`src/hdl/rwu_pkg.sv`:
```
package rwu_pkg;

    // Field and datapath widths
    localparam int WIN_W   = 32;
    localparam int ACK_W   = 24;
    localparam int PKT_W   = 16;
    localparam int HALF_W  = 31;
    localparam int SUM_W   = WIN_W + 1;
    localparam int PROD_W  = SUM_W + PKT_W;
    localparam int CFG_IDX_W = 1;

    // Divider sizing: one quotient bit per step
    localparam int DIV_STEPS = SUM_W;
    localparam int DIV_CNT_W = $clog2(DIV_STEPS + 1);

    // Configuration register indexes
    localparam logic [CFG_IDX_W-1:0] CFG_SSTHRESH = 1'b0;
    localparam logic [CFG_IDX_W-1:0] CFG_PKT      = 1'b1;

    // Configuration reset values
    localparam logic [WIN_W-1:0] SSTHRESH_RST = 32'd65535;
    localparam logic [PKT_W-1:0] PKT_RST      = 16'd1500;

    // Smallest suggested threshold
    localparam logic [HALF_W-1:0] HALF_MIN = 31'd2;

    typedef struct packed {
        logic start;
    } rwu_div_ctl_t;

    typedef struct packed {
        logic busy;
        logic done;
    } rwu_div_sts_t;

endpackage

```
`src/hdl/reno_window_update_unit.sv`:
```
// Reno congestion window update, byte counted.
// Input channel: in_valid / in_stall with acked_bytes; one transaction is one ACK event.
// Output channel: out_valid / out_stall with window_bytes, suggested_threshold and
// in_slow_start; exactly one result transaction per ACK, in order.
// Configuration: cfg_valid / cfg_ready with cfg_index and cfg_data; index 0 is the
// slow-start threshold, index 1 the packet size. cfg_ready is always high; write only
// while no ACK is in flight.
// Steps: an ACK consumed wholly by slow start goes from the slow-start step straight
// to the output, and one that needs no division passes the pending-credit check and
// the credit sum on its way. Otherwise the credit sum feeds one 33-step restoring
// division (one quotient bit per cycle in the divider), then a multiply and a saturating add.
// in_stall stays high from acceptance until the result is loaded into the output
// register, so one ACK is processed at a time; the division sets the rate.
// The output register lets the next ACK be accepted while a result waits. If the
// receiver stalls and a new result is ready, the sequencer holds it until the register
// frees up.
// Reset: window returns to INIT_WINDOW, credit to zero, registers to their defaults,
// output empty.
module reno_window_update_unit
#(
    parameter logic [31:0] INIT_WINDOW = 32'd15000
)
(
    input  logic                          clk,
    input  logic                          rst_n,
    input  logic                          in_valid,
    output logic                          in_stall,
    input  logic [rwu_pkg::ACK_W-1:0]     acked_bytes,
    output logic                          out_valid,
    input  logic                          out_stall,
    output logic [rwu_pkg::WIN_W-1:0]     window_bytes,
    output logic [rwu_pkg::HALF_W-1:0]    suggested_threshold,
    output logic                          in_slow_start,
    input  logic                          cfg_valid,
    output logic                          cfg_ready,
    input  logic [rwu_pkg::CFG_IDX_W-1:0] cfg_index,
    input  logic [rwu_pkg::WIN_W-1:0]     cfg_data
);
    import rwu_pkg::*;

    localparam logic [2:0] S_IDLE = 3'd0;
    localparam logic [2:0] S_SS   = 3'd1;
    localparam logic [2:0] S_PEND = 3'd2;
    localparam logic [2:0] S_CHK  = 3'd3;
    localparam logic [2:0] S_DIV  = 3'd4;
    localparam logic [2:0] S_MUL  = 3'd5;
    localparam logic [2:0] S_ADD  = 3'd6;
    localparam logic [2:0] S_OUT  = 3'd7;

    logic [2:0]        state_reg;
    logic [2:0]        state_next;
    logic [WIN_W-1:0]  window_reg;
    logic [WIN_W-1:0]  window_next;
    logic [WIN_W-1:0]  credit_reg;
    logic [WIN_W-1:0]  credit_next;
    logic [WIN_W-1:0]  ssthresh_reg;
    logic [PKT_W-1:0]  pkt_reg;
    logic              out_valid_reg;
    logic              out_valid_next;

    logic [ACK_W-1:0]  acked_reg;
    logic [ACK_W-1:0]  acked_next;
    logic [WIN_W-1:0]  divisor_reg;
    logic [WIN_W-1:0]  divisor_next;
    logic [SUM_W-1:0]  sum_reg;
    logic [SUM_W-1:0]  sum_next;
    logic [SUM_W-1:0]  quot_reg;
    logic [SUM_W-1:0]  quot_next;
    logic [PROD_W-1:0] prod_reg;
    logic [PROD_W-1:0] prod_next;
    logic [WIN_W-1:0]  win_out_reg;
    logic [WIN_W-1:0]  win_out_next;
    logic [HALF_W-1:0] half_out_reg;
    logic [HALF_W-1:0] half_out_next;
    logic              ss_out_reg;
    logic              ss_out_next;

    logic [SUM_W-1:0]  grown;
    logic [SUM_W:0]    grown_diff;
    logic [SUM_W-1:0]  pend_sum;
    logic [PROD_W:0]   prod_sum;
    logic [WIN_W-1:0]  base_credit;
    logic              pend_hit;
    logic [HALF_W-1:0] half;

    rwu_div_ctl_t      div_ctl;
    rwu_div_sts_t      div_sts;
    logic [SUM_W-1:0]  div_quo;
    logic [WIN_W-1:0]  div_rem;

    rwu_div u_div
    (
        .clk       (clk),
        .rst_n     (rst_n),
        .ctl       (div_ctl),
        .dividend  (sum_reg),
        .divisor   (divisor_reg),
        .sts       (div_sts),
        .quotient  (div_quo),
        .remainder (div_rem)
    );

    // Slow-start growth and leftover
    assign grown      = {1'b0, window_reg} + {{(SUM_W-ACK_W){1'b0}}, acked_reg};
    assign grown_diff = {1'b0, grown} - {2'b00, ssthresh_reg};

    // Pending credit and saturating adds
    assign pend_hit    = (credit_reg >= window_reg);
    assign base_credit = pend_hit ? '0 : credit_reg;
    assign pend_sum    = {1'b0, window_reg} + {{(SUM_W-PKT_W){1'b0}}, pkt_reg};
    assign prod_sum    = {{(PROD_W+1-WIN_W){1'b0}}, window_reg} + {1'b0, prod_reg};

    // Halved threshold of the final window
    assign half = (window_reg[WIN_W-1:1] < HALF_MIN) ? HALF_MIN : window_reg[WIN_W-1:1];

    // Sequencer
    always_comb
    begin
        state_next     = state_reg;
        window_next    = window_reg;
        credit_next    = credit_reg;
        out_valid_next = out_valid_reg;
        acked_next     = acked_reg;
        divisor_next   = divisor_reg;
        sum_next       = sum_reg;
        quot_next      = quot_reg;
        prod_next      = prod_reg;
        win_out_next   = win_out_reg;
        half_out_next  = half_out_reg;
        ss_out_next    = ss_out_reg;
        div_ctl.start  = 1'b0;

        if (out_valid_reg && !out_stall)
        begin
            out_valid_next = 1'b0;
        end

        case (state_reg)
            S_IDLE:
            begin
                if (in_valid)
                begin
                    acked_next = acked_bytes;
                    state_next = S_SS;
                end
            end
            S_SS:
            begin
                state_next = S_PEND;
                if (window_reg < ssthresh_reg)
                begin
                    if (grown_diff[SUM_W])
                    begin
                        // all bytes absorbed below the threshold
                        window_next = grown[WIN_W-1:0];
                        state_next  = S_OUT;
                    end
                    else
                    begin
                        window_next = ssthresh_reg;
                        acked_next  = grown_diff[ACK_W-1:0];
                        if (grown_diff[ACK_W-1:0] == '0)
                        begin
                            state_next = S_OUT;
                        end
                    end
                end
            end
            S_PEND:
            begin
                divisor_next = window_reg;
                sum_next     = {1'b0, base_credit} + {{(SUM_W-ACK_W){1'b0}}, acked_reg};
                if (pend_hit)
                begin
                    credit_next = '0;
                    window_next = pend_sum[WIN_W] ? '1 : pend_sum[WIN_W-1:0];
                end
                state_next = S_CHK;
            end
            S_CHK:
            begin
                if ((divisor_reg != '0) && (sum_reg >= {1'b0, divisor_reg}))
                begin
                    div_ctl.start = 1'b1;
                    state_next    = S_DIV;
                end
                else
                begin
                    credit_next = sum_reg[WIN_W-1:0];
                    state_next  = S_OUT;
                end
            end
            S_DIV:
            begin
                if (div_sts.done)
                begin
                    credit_next = div_rem;
                    quot_next   = div_quo;
                    state_next  = S_MUL;
                end
            end
            S_MUL:
            begin
                prod_next  = quot_reg * pkt_reg;
                state_next = S_ADD;
            end
            S_ADD:
            begin
                window_next = (prod_sum[PROD_W:WIN_W] != '0) ? '1 : prod_sum[WIN_W-1:0];
                state_next  = S_OUT;
            end
            S_OUT:
            begin
                if (!out_valid_reg || !out_stall)
                begin
                    out_valid_next = 1'b1;
                    win_out_next   = window_reg;
                    half_out_next  = half;
                    ss_out_next    = (window_reg < ssthresh_reg);
                    state_next     = S_IDLE;
                end
            end
            default:
            begin
                state_next = S_IDLE;
            end
        endcase
    end

    // Control and window state
    always_ff @(posedge clk or negedge rst_n)
    begin
        if (!rst_n)
        begin
            state_reg     <= S_IDLE;
            window_reg    <= INIT_WINDOW;
            credit_reg    <= '0;
            out_valid_reg <= 1'b0;
        end
        else
        begin
            state_reg     <= state_next;
            window_reg    <= window_next;
            credit_reg    <= credit_next;
            out_valid_reg <= out_valid_next;
        end
    end

    // Configuration registers
    always_ff @(posedge clk or negedge rst_n)
    begin
        if (!rst_n)
        begin
            ssthresh_reg <= SSTHRESH_RST;
            pkt_reg      <= PKT_RST;
        end
        else if (cfg_valid)
        begin
            case (cfg_index)
                CFG_SSTHRESH: ssthresh_reg <= cfg_data;
                CFG_PKT:      pkt_reg      <= cfg_data[PKT_W-1:0];
                default:      ;
            endcase
        end
    end

    // Datapath registers
    always_ff @(posedge clk)
    begin
        acked_reg    <= acked_next;
        divisor_reg  <= divisor_next;
        sum_reg      <= sum_next;
        quot_reg     <= quot_next;
        prod_reg     <= prod_next;
        win_out_reg  <= win_out_next;
        half_out_reg <= half_out_next;
        ss_out_reg   <= ss_out_next;
    end

    assign in_stall            = (state_reg != S_IDLE);
    assign cfg_ready           = 1'b1;
    assign out_valid           = out_valid_reg;
    assign window_bytes        = win_out_reg;
    assign suggested_threshold = half_out_reg;
    assign in_slow_start       = ss_out_reg;

    // Checks
    a_start_in_chk: assert property (@(posedge clk) disable iff (!rst_n)
        div_ctl.start |-> ((state_reg == S_CHK) && !div_sts.busy))
        else $error("divider started outside the check step");

    a_done_in_div: assert property (@(posedge clk) disable iff (!rst_n)
        div_sts.done |-> (state_reg == S_DIV))
        else $error("divider finished while sequencer not waiting");

    a_accept_to_ss: assert property (@(posedge clk) disable iff (!rst_n)
        (in_valid && !in_stall) |=> (state_reg == S_SS))
        else $error("accepted transaction did not enter slow-start step");

    a_half_floor: assert property (@(posedge clk) disable iff (!rst_n)
        out_valid |-> (suggested_threshold >= HALF_MIN))
        else $error("suggested threshold below floor");

endmodule

```
`src/hdl/rwu_div.sv`:
```
module rwu_div
(
    input  logic                      clk,
    input  logic                      rst_n,
    input  rwu_pkg::rwu_div_ctl_t     ctl,
    input  logic [rwu_pkg::SUM_W-1:0] dividend,
    input  logic [rwu_pkg::WIN_W-1:0] divisor,
    output rwu_pkg::rwu_div_sts_t     sts,
    output logic [rwu_pkg::SUM_W-1:0] quotient,
    output logic [rwu_pkg::WIN_W-1:0] remainder
);
    import rwu_pkg::*;

    logic [WIN_W-1:0]     rem_reg;
    logic [WIN_W-1:0]     rem_next;
    logic [SUM_W-1:0]     quo_reg;
    logic [SUM_W-1:0]     quo_next;
    logic [DIV_CNT_W-1:0] cnt_reg;
    logic [DIV_CNT_W-1:0] cnt_next;
    logic                 busy_reg;
    logic                 busy_next;
    logic                 done_reg;
    logic                 done_next;

    logic [SUM_W-1:0]     trial;
    logic [SUM_W:0]       diff;

    // Restoring step: shift in next dividend bit, subtract when it fits
    assign trial = {rem_reg, quo_reg[SUM_W-1]};
    assign diff  = {1'b0, trial} - {2'b00, divisor};

    always_comb
    begin
        rem_next  = rem_reg;
        quo_next  = quo_reg;
        cnt_next  = cnt_reg;
        busy_next = busy_reg;
        done_next = 1'b0;
        if (ctl.start)
        begin
            rem_next  = '0;
            quo_next  = dividend;
            cnt_next  = DIV_CNT_W'(DIV_STEPS);
            busy_next = 1'b1;
        end
        else if (busy_reg)
        begin
            if (!diff[SUM_W])
            begin
                rem_next = diff[WIN_W-1:0];
                quo_next = {quo_reg[SUM_W-2:0], 1'b1};
            end
            else
            begin
                rem_next = trial[WIN_W-1:0];
                quo_next = {quo_reg[SUM_W-2:0], 1'b0};
            end
            cnt_next = cnt_reg - 1'b1;
            if (cnt_reg == DIV_CNT_W'(1))
            begin
                busy_next = 1'b0;
                done_next = 1'b1;
            end
        end
    end

    // Control state
    always_ff @(posedge clk or negedge rst_n)
    begin
        if (!rst_n)
        begin
            cnt_reg  <= '0;
            busy_reg <= 1'b0;
            done_reg <= 1'b0;
        end
        else
        begin
            cnt_reg  <= cnt_next;
            busy_reg <= busy_next;
            done_reg <= done_next;
        end
    end

    // Datapath
    always_ff @(posedge clk)
    begin
        rem_reg <= rem_next;
        quo_reg <= quo_next;
    end

    assign sts.busy  = busy_reg;
    assign sts.done  = done_reg;
    assign quotient  = quo_reg;
    assign remainder = rem_reg;

endmodule

```
`config.mk`:
```
export PLATFORM = sky130hd
export DESIGN_NAME = reno_window_update_unit
export DESIGN_NICKNAME = d
export VERILOG_FILES = /design/src/hdl/rwu_pkg.sv /design/src/hdl/reno_window_update_unit.sv /design/src/hdl/rwu_div.sv
export SDC_FILE = /design/constraint.sdc
export NUM_CORES = 2
export LEC_CHECK = 0
export BUFFER_PORTS_ARGS = -buffer_cell sky130_fd_sc_hd__buf_2
export CAP_MARGIN = 20
export CORE_MARGIN = 8
export CORE_UTILIZATION = 48
export DETAILED_ROUTE_END_ITERATION = 8
export PLACE_DENSITY = 0.69
export REMOVE_ABC_BUFFERS = 1
export SLEW_MARGIN = 25
export SYNTH_ARGS = -nofsm -noshare
export SYNTH_HDL_FRONTEND = slang
export SYNTH_SLANG_ARGS = --single-unit
export TNS_END_PERCENT = 1
```
`constraint.sdc`:
```
create_clock -name clk -period 17.2 [get_ports clk]
set_input_delay 1.72 -clock clk [delete_from_list [all_inputs] [get_ports clk]]
set_output_delay 1.72 -clock clk [all_outputs]
set_load 0.02 [all_outputs]
```
==> impl_summary.md <==
Setup path
The worst register-to-register path begins at pkt_reg[3]. The worst-case register-to-register setup slack is 9.10 ns. The worst flop-to-flop path endpoint is prod_reg[48]. For the worst setup path, the data required time is 17.58 ns. By startpoint and endpoint, the worst setup path is classified as register to register. The startpoint type of the worst setup path is a register. The endpoint arrival time on the critical path is 8.48 ns. In this run the worst path has a maximum fanout of 35. STA classifies the critical path endpoint as a register.

The number of cell instances on the worst register-to-register path is 22. Tracing the worst setup path back leads to its startpoint at pkt_reg[3].

Logic synthesis
Of the synthesized area, sequential elements account for 26.8%. After technology mapping, the gate count stands at ~4700. The number of synthesized register bits is 424. The area share of the largest cell type after synthesis is 19.9%. Averaged over all synthesized cells, the footprint is 9.36 µm². The mapped netlist covers ~44000 µm². Yosys attributes the largest share of cell area to fa_1 20%, edfxtp_1 18%, ha_1 11%. The biggest area contributor in the post-synthesis netlist is fa_1. The fraction of synthesis flops using an asynchronous set or reset pin is between 20 and 30%. The number of warnings issued by yosys is 0. The most common flop cell mapped by yosys is edfxtp_1. Counting distinct cell types in the post-synthesis netlist gives 91. The synthesized design contains 268 enable-type register cells.

Clock tree
Buffers inserted during clock tree synthesis total 50. The clock sink total is 424. The largest buffer count on any clock path is 3.

The source-to-sink clock delay at the later pin of the worst-skew pair is 0.65 ns. The H-tree was split into 2 levels. The root buffer cell chosen for the clock tree is clkbuf_16. TritonCTS built the clock tree. The post-cts gate resize count is 0. The number of buffers added to fix hold violations after cts is 0. The clock input transition at the sequential cells of the worst setup and hold paths is about 0.06 ns. The number of setup buffers added after CTS is 0.

Layout
The number of flip-flops under the largest register name is between 40 and 50. At the end of the flow, the number of nets in the layout was ~5600. Cells with a size suffix above 1 make up 8.45% of the layout. Compared with the post-synthesis result, the final layout area differs by 7.68%. The repair_antennas step left the layout with diodes totalling 0. Leaving out fill and tap cells, the most frequent cells in the layout are 630 x inv_1, 544 x nand2_1, 438 x fa_1. Leaving out fill and tap cells, the most frequent cell in the layout is inv_1.

Routing
The total routed wirelength is about 140 mm. The number of violations reported at the end of detailed-routing iteration 0 is around 3400. Across all layers, the routed design uses 35400 vias. The DRC violation count after routing is 0. The vias per cell is about 6.0. The post-detailed-route wirelength per cell is 23.2 µm. The number of detailed-route iterations in the first pass is 6. The count of nets left with antenna violations after detail routing is 0.

Global routing
The via count of the first global-routing pass is 35400. The initial antenna violation count is 4. The all-layer global routing usage is 26.6%. The maximum number of pins on one net before global-route repair is 69.

The first global-routing pass estimated 212 mm of wire. The sum of overflow across all layers after global routing is 0.

Timing
The final-report hold violation count is 0. The time the worst path needs with I/O delays and setup is between 8 and 9 ns. The final-report max-slew violation count is 0. The setup TNS after final layout is 0 ns. The worst path uses 47.1% of the clock period. Hold is met by 0.415 ns. The final setup violation count is 0. The worst slew margin relative to its limit is around 23%. For this run, the top clock speed supported by timing is around 120 MHz. Setup repair after global routing left no endpoint under its margin. The worst-case clock skew is 0.0524 ns. For the pin with the worst max-slew slack, the measured transition is approximately 1.1 ns.

Floorplan
The floorplan step set the die height to 319 µm. Once the floorplan was initialized, standard cells occupied roughly half of the core. Row generation in the floorplan step produced 111 rows.

The number of ports placed on the die boundary is approximately 130. The floorplan step defined a die boundary enclosing 102000 µm². The placeable core region is between 90000 and 100000 µm². The width of the die is about 320 µm.

Flow run
The number of max-cap violations is 0.

Worst hold path
The path with the worst hold slack has its endpoint at quot_reg[1]. The worst hold path was traced through 0 stages. The path class of the tightest hold or removal check is register to register.

The worst hold path startpoint is u_div.quotient[1].

Outcome
The run finished with clean final reports.

Place
The final HPWL from detailed placement is 105 mm. Routability-driven placement finished with a final weighted congestion of 0.997. The quantity of I/O buffers inserted on ports is 127.
## per-layer routing
metal	track usage [%]	routed length, µm	part of all wire (%)
met3	5.74	12900	9.3
met1	35.2	55900	41
met4	10.4	6000	4.4
met5	0	14	0.010
met2	42.7	63100	46
## how the worst max path moves through the flow
| stage | to | slack (ns) |
|---|---|---|
| global route | prod_reg[48] | 8.70 |
| CTS | prod_reg[48] | 9.17 |
| floorplan | acked_reg[0] | 8.93 |
| detailed placement | prod_reg[48] | 9.14 |
| finish | prod_reg[48] | 9.10 |
| global placement | prod_reg[48] | 9.30 |
## worst max-delay path, cell delays in order, from the launching register on
cell,delay (ns)
dfstp_2,1.17
nand2_1,0.18
fa_1,0.60
fa_1,0.45
fa_1,0.52
inv_1,0.05
fa_1,0.48
fa_1,0.55
inv_1,0.06
fa_1,0.52
inv_1,0.04
ha_1,0.35
a211oi_1,0.32
o21ai_0,0.15
a311oi_1,0.40
nor3_1,0.13
o21a_1,0.28
a41o_1,0.29
o31ai_1,0.53
o21a_1,0.23
o21ai_1,0.11
a221oi_1,0.34
xnor2_1,0.11
## synthesized netlist by cell type, types with 10 or more instances
master / n
inv_1: 630
nand2_1: 545
fa_1: 438
ha_1: 378
o21ai_0: 275
edfxtp_1: 268
and2_1: 258
a21oi_1: 235
clkbuf_1: 218
nor2_1: 171
xnor2_1: 130
a21o_1: 101
dfrtp_1: 94
nand3_1: 62
xor2_1: 60
nand4_1: 55
mux2_2: 54
nor3_1: 54
o21a_1: 50
a22oi_1: 45
nand2b_1: 38
a31oi_1: 37
a211oi_1: 34
dfxtp_1: 32
nor2b_1: 31
o2bb2ai_1: 31
dfstp_2: 30
o211ai_1: 29
nor4_1: 28
and3_1: 26
mux2i_1: 21
and4_1: 14
o21bai_1: 13
o31a_1: 13
a31o_2: 12
o22ai_1: 12
buf_2: 11
o31ai_1: 11
a2111oi_0: 10
## per-stage QoR
stage | setup WS, ns | std cells | instance area, µm² | util (%)
after floorplan | 8.93 | 4472 | 43200 | -
after global placement | 9.30 | 5840 | 45800 | 50.1
after detailed placement | 9.14 | 5840 | 45800 | 50.1
after CTS | 9.17 | 5934 | 47500 | 51.9
after global routing | 8.70 | 5934 | 47500 | 51.9
final | 9.10 | 5934 | 47500 | 51.9
## layout make-up
| type | instances | area [µm²] |
|---|---|---|
| multi-input cells | 3417 | 29000 |
| repair buffers | 182 | 1050 |
| clock inverters | 36 | 392 |
| clock buffers | 58 | 1320 |
| inverters | 631 | 2370 |
| flip-flops and latches | 424 | 11800 |
| well taps | 1186 | 1480 |
| fillers | 8353 | 43900 |
## cell families (layout without fill, tap and decap cells)
| family | after synthesis | after routing | share of synthesized area (%) |
|---|---|---|---|
| buffers and inverters | 869 | 907 | 7.47 |
| AO/OA/AOI/OAI | 1017 | 1017 | 14.9 |
| adder cells (fa/ha/maj) | 816 | 816 | 30.6 |
| other | 1 | 1 | 0.00851 |
| flip-flops | 424 | 424 | 26.8 |
| AND/OR/NAND/NOR | 1318 | 1318 | 14.5 |
| XOR/XNOR | 190 | 190 | 3.78 |
| multiplexers | 75 | 75 | 1.86 |
Power is left out: the tool's default activity adds up to more than one toggle a clock period on the data nets, which glitch-free logic cannot reach.
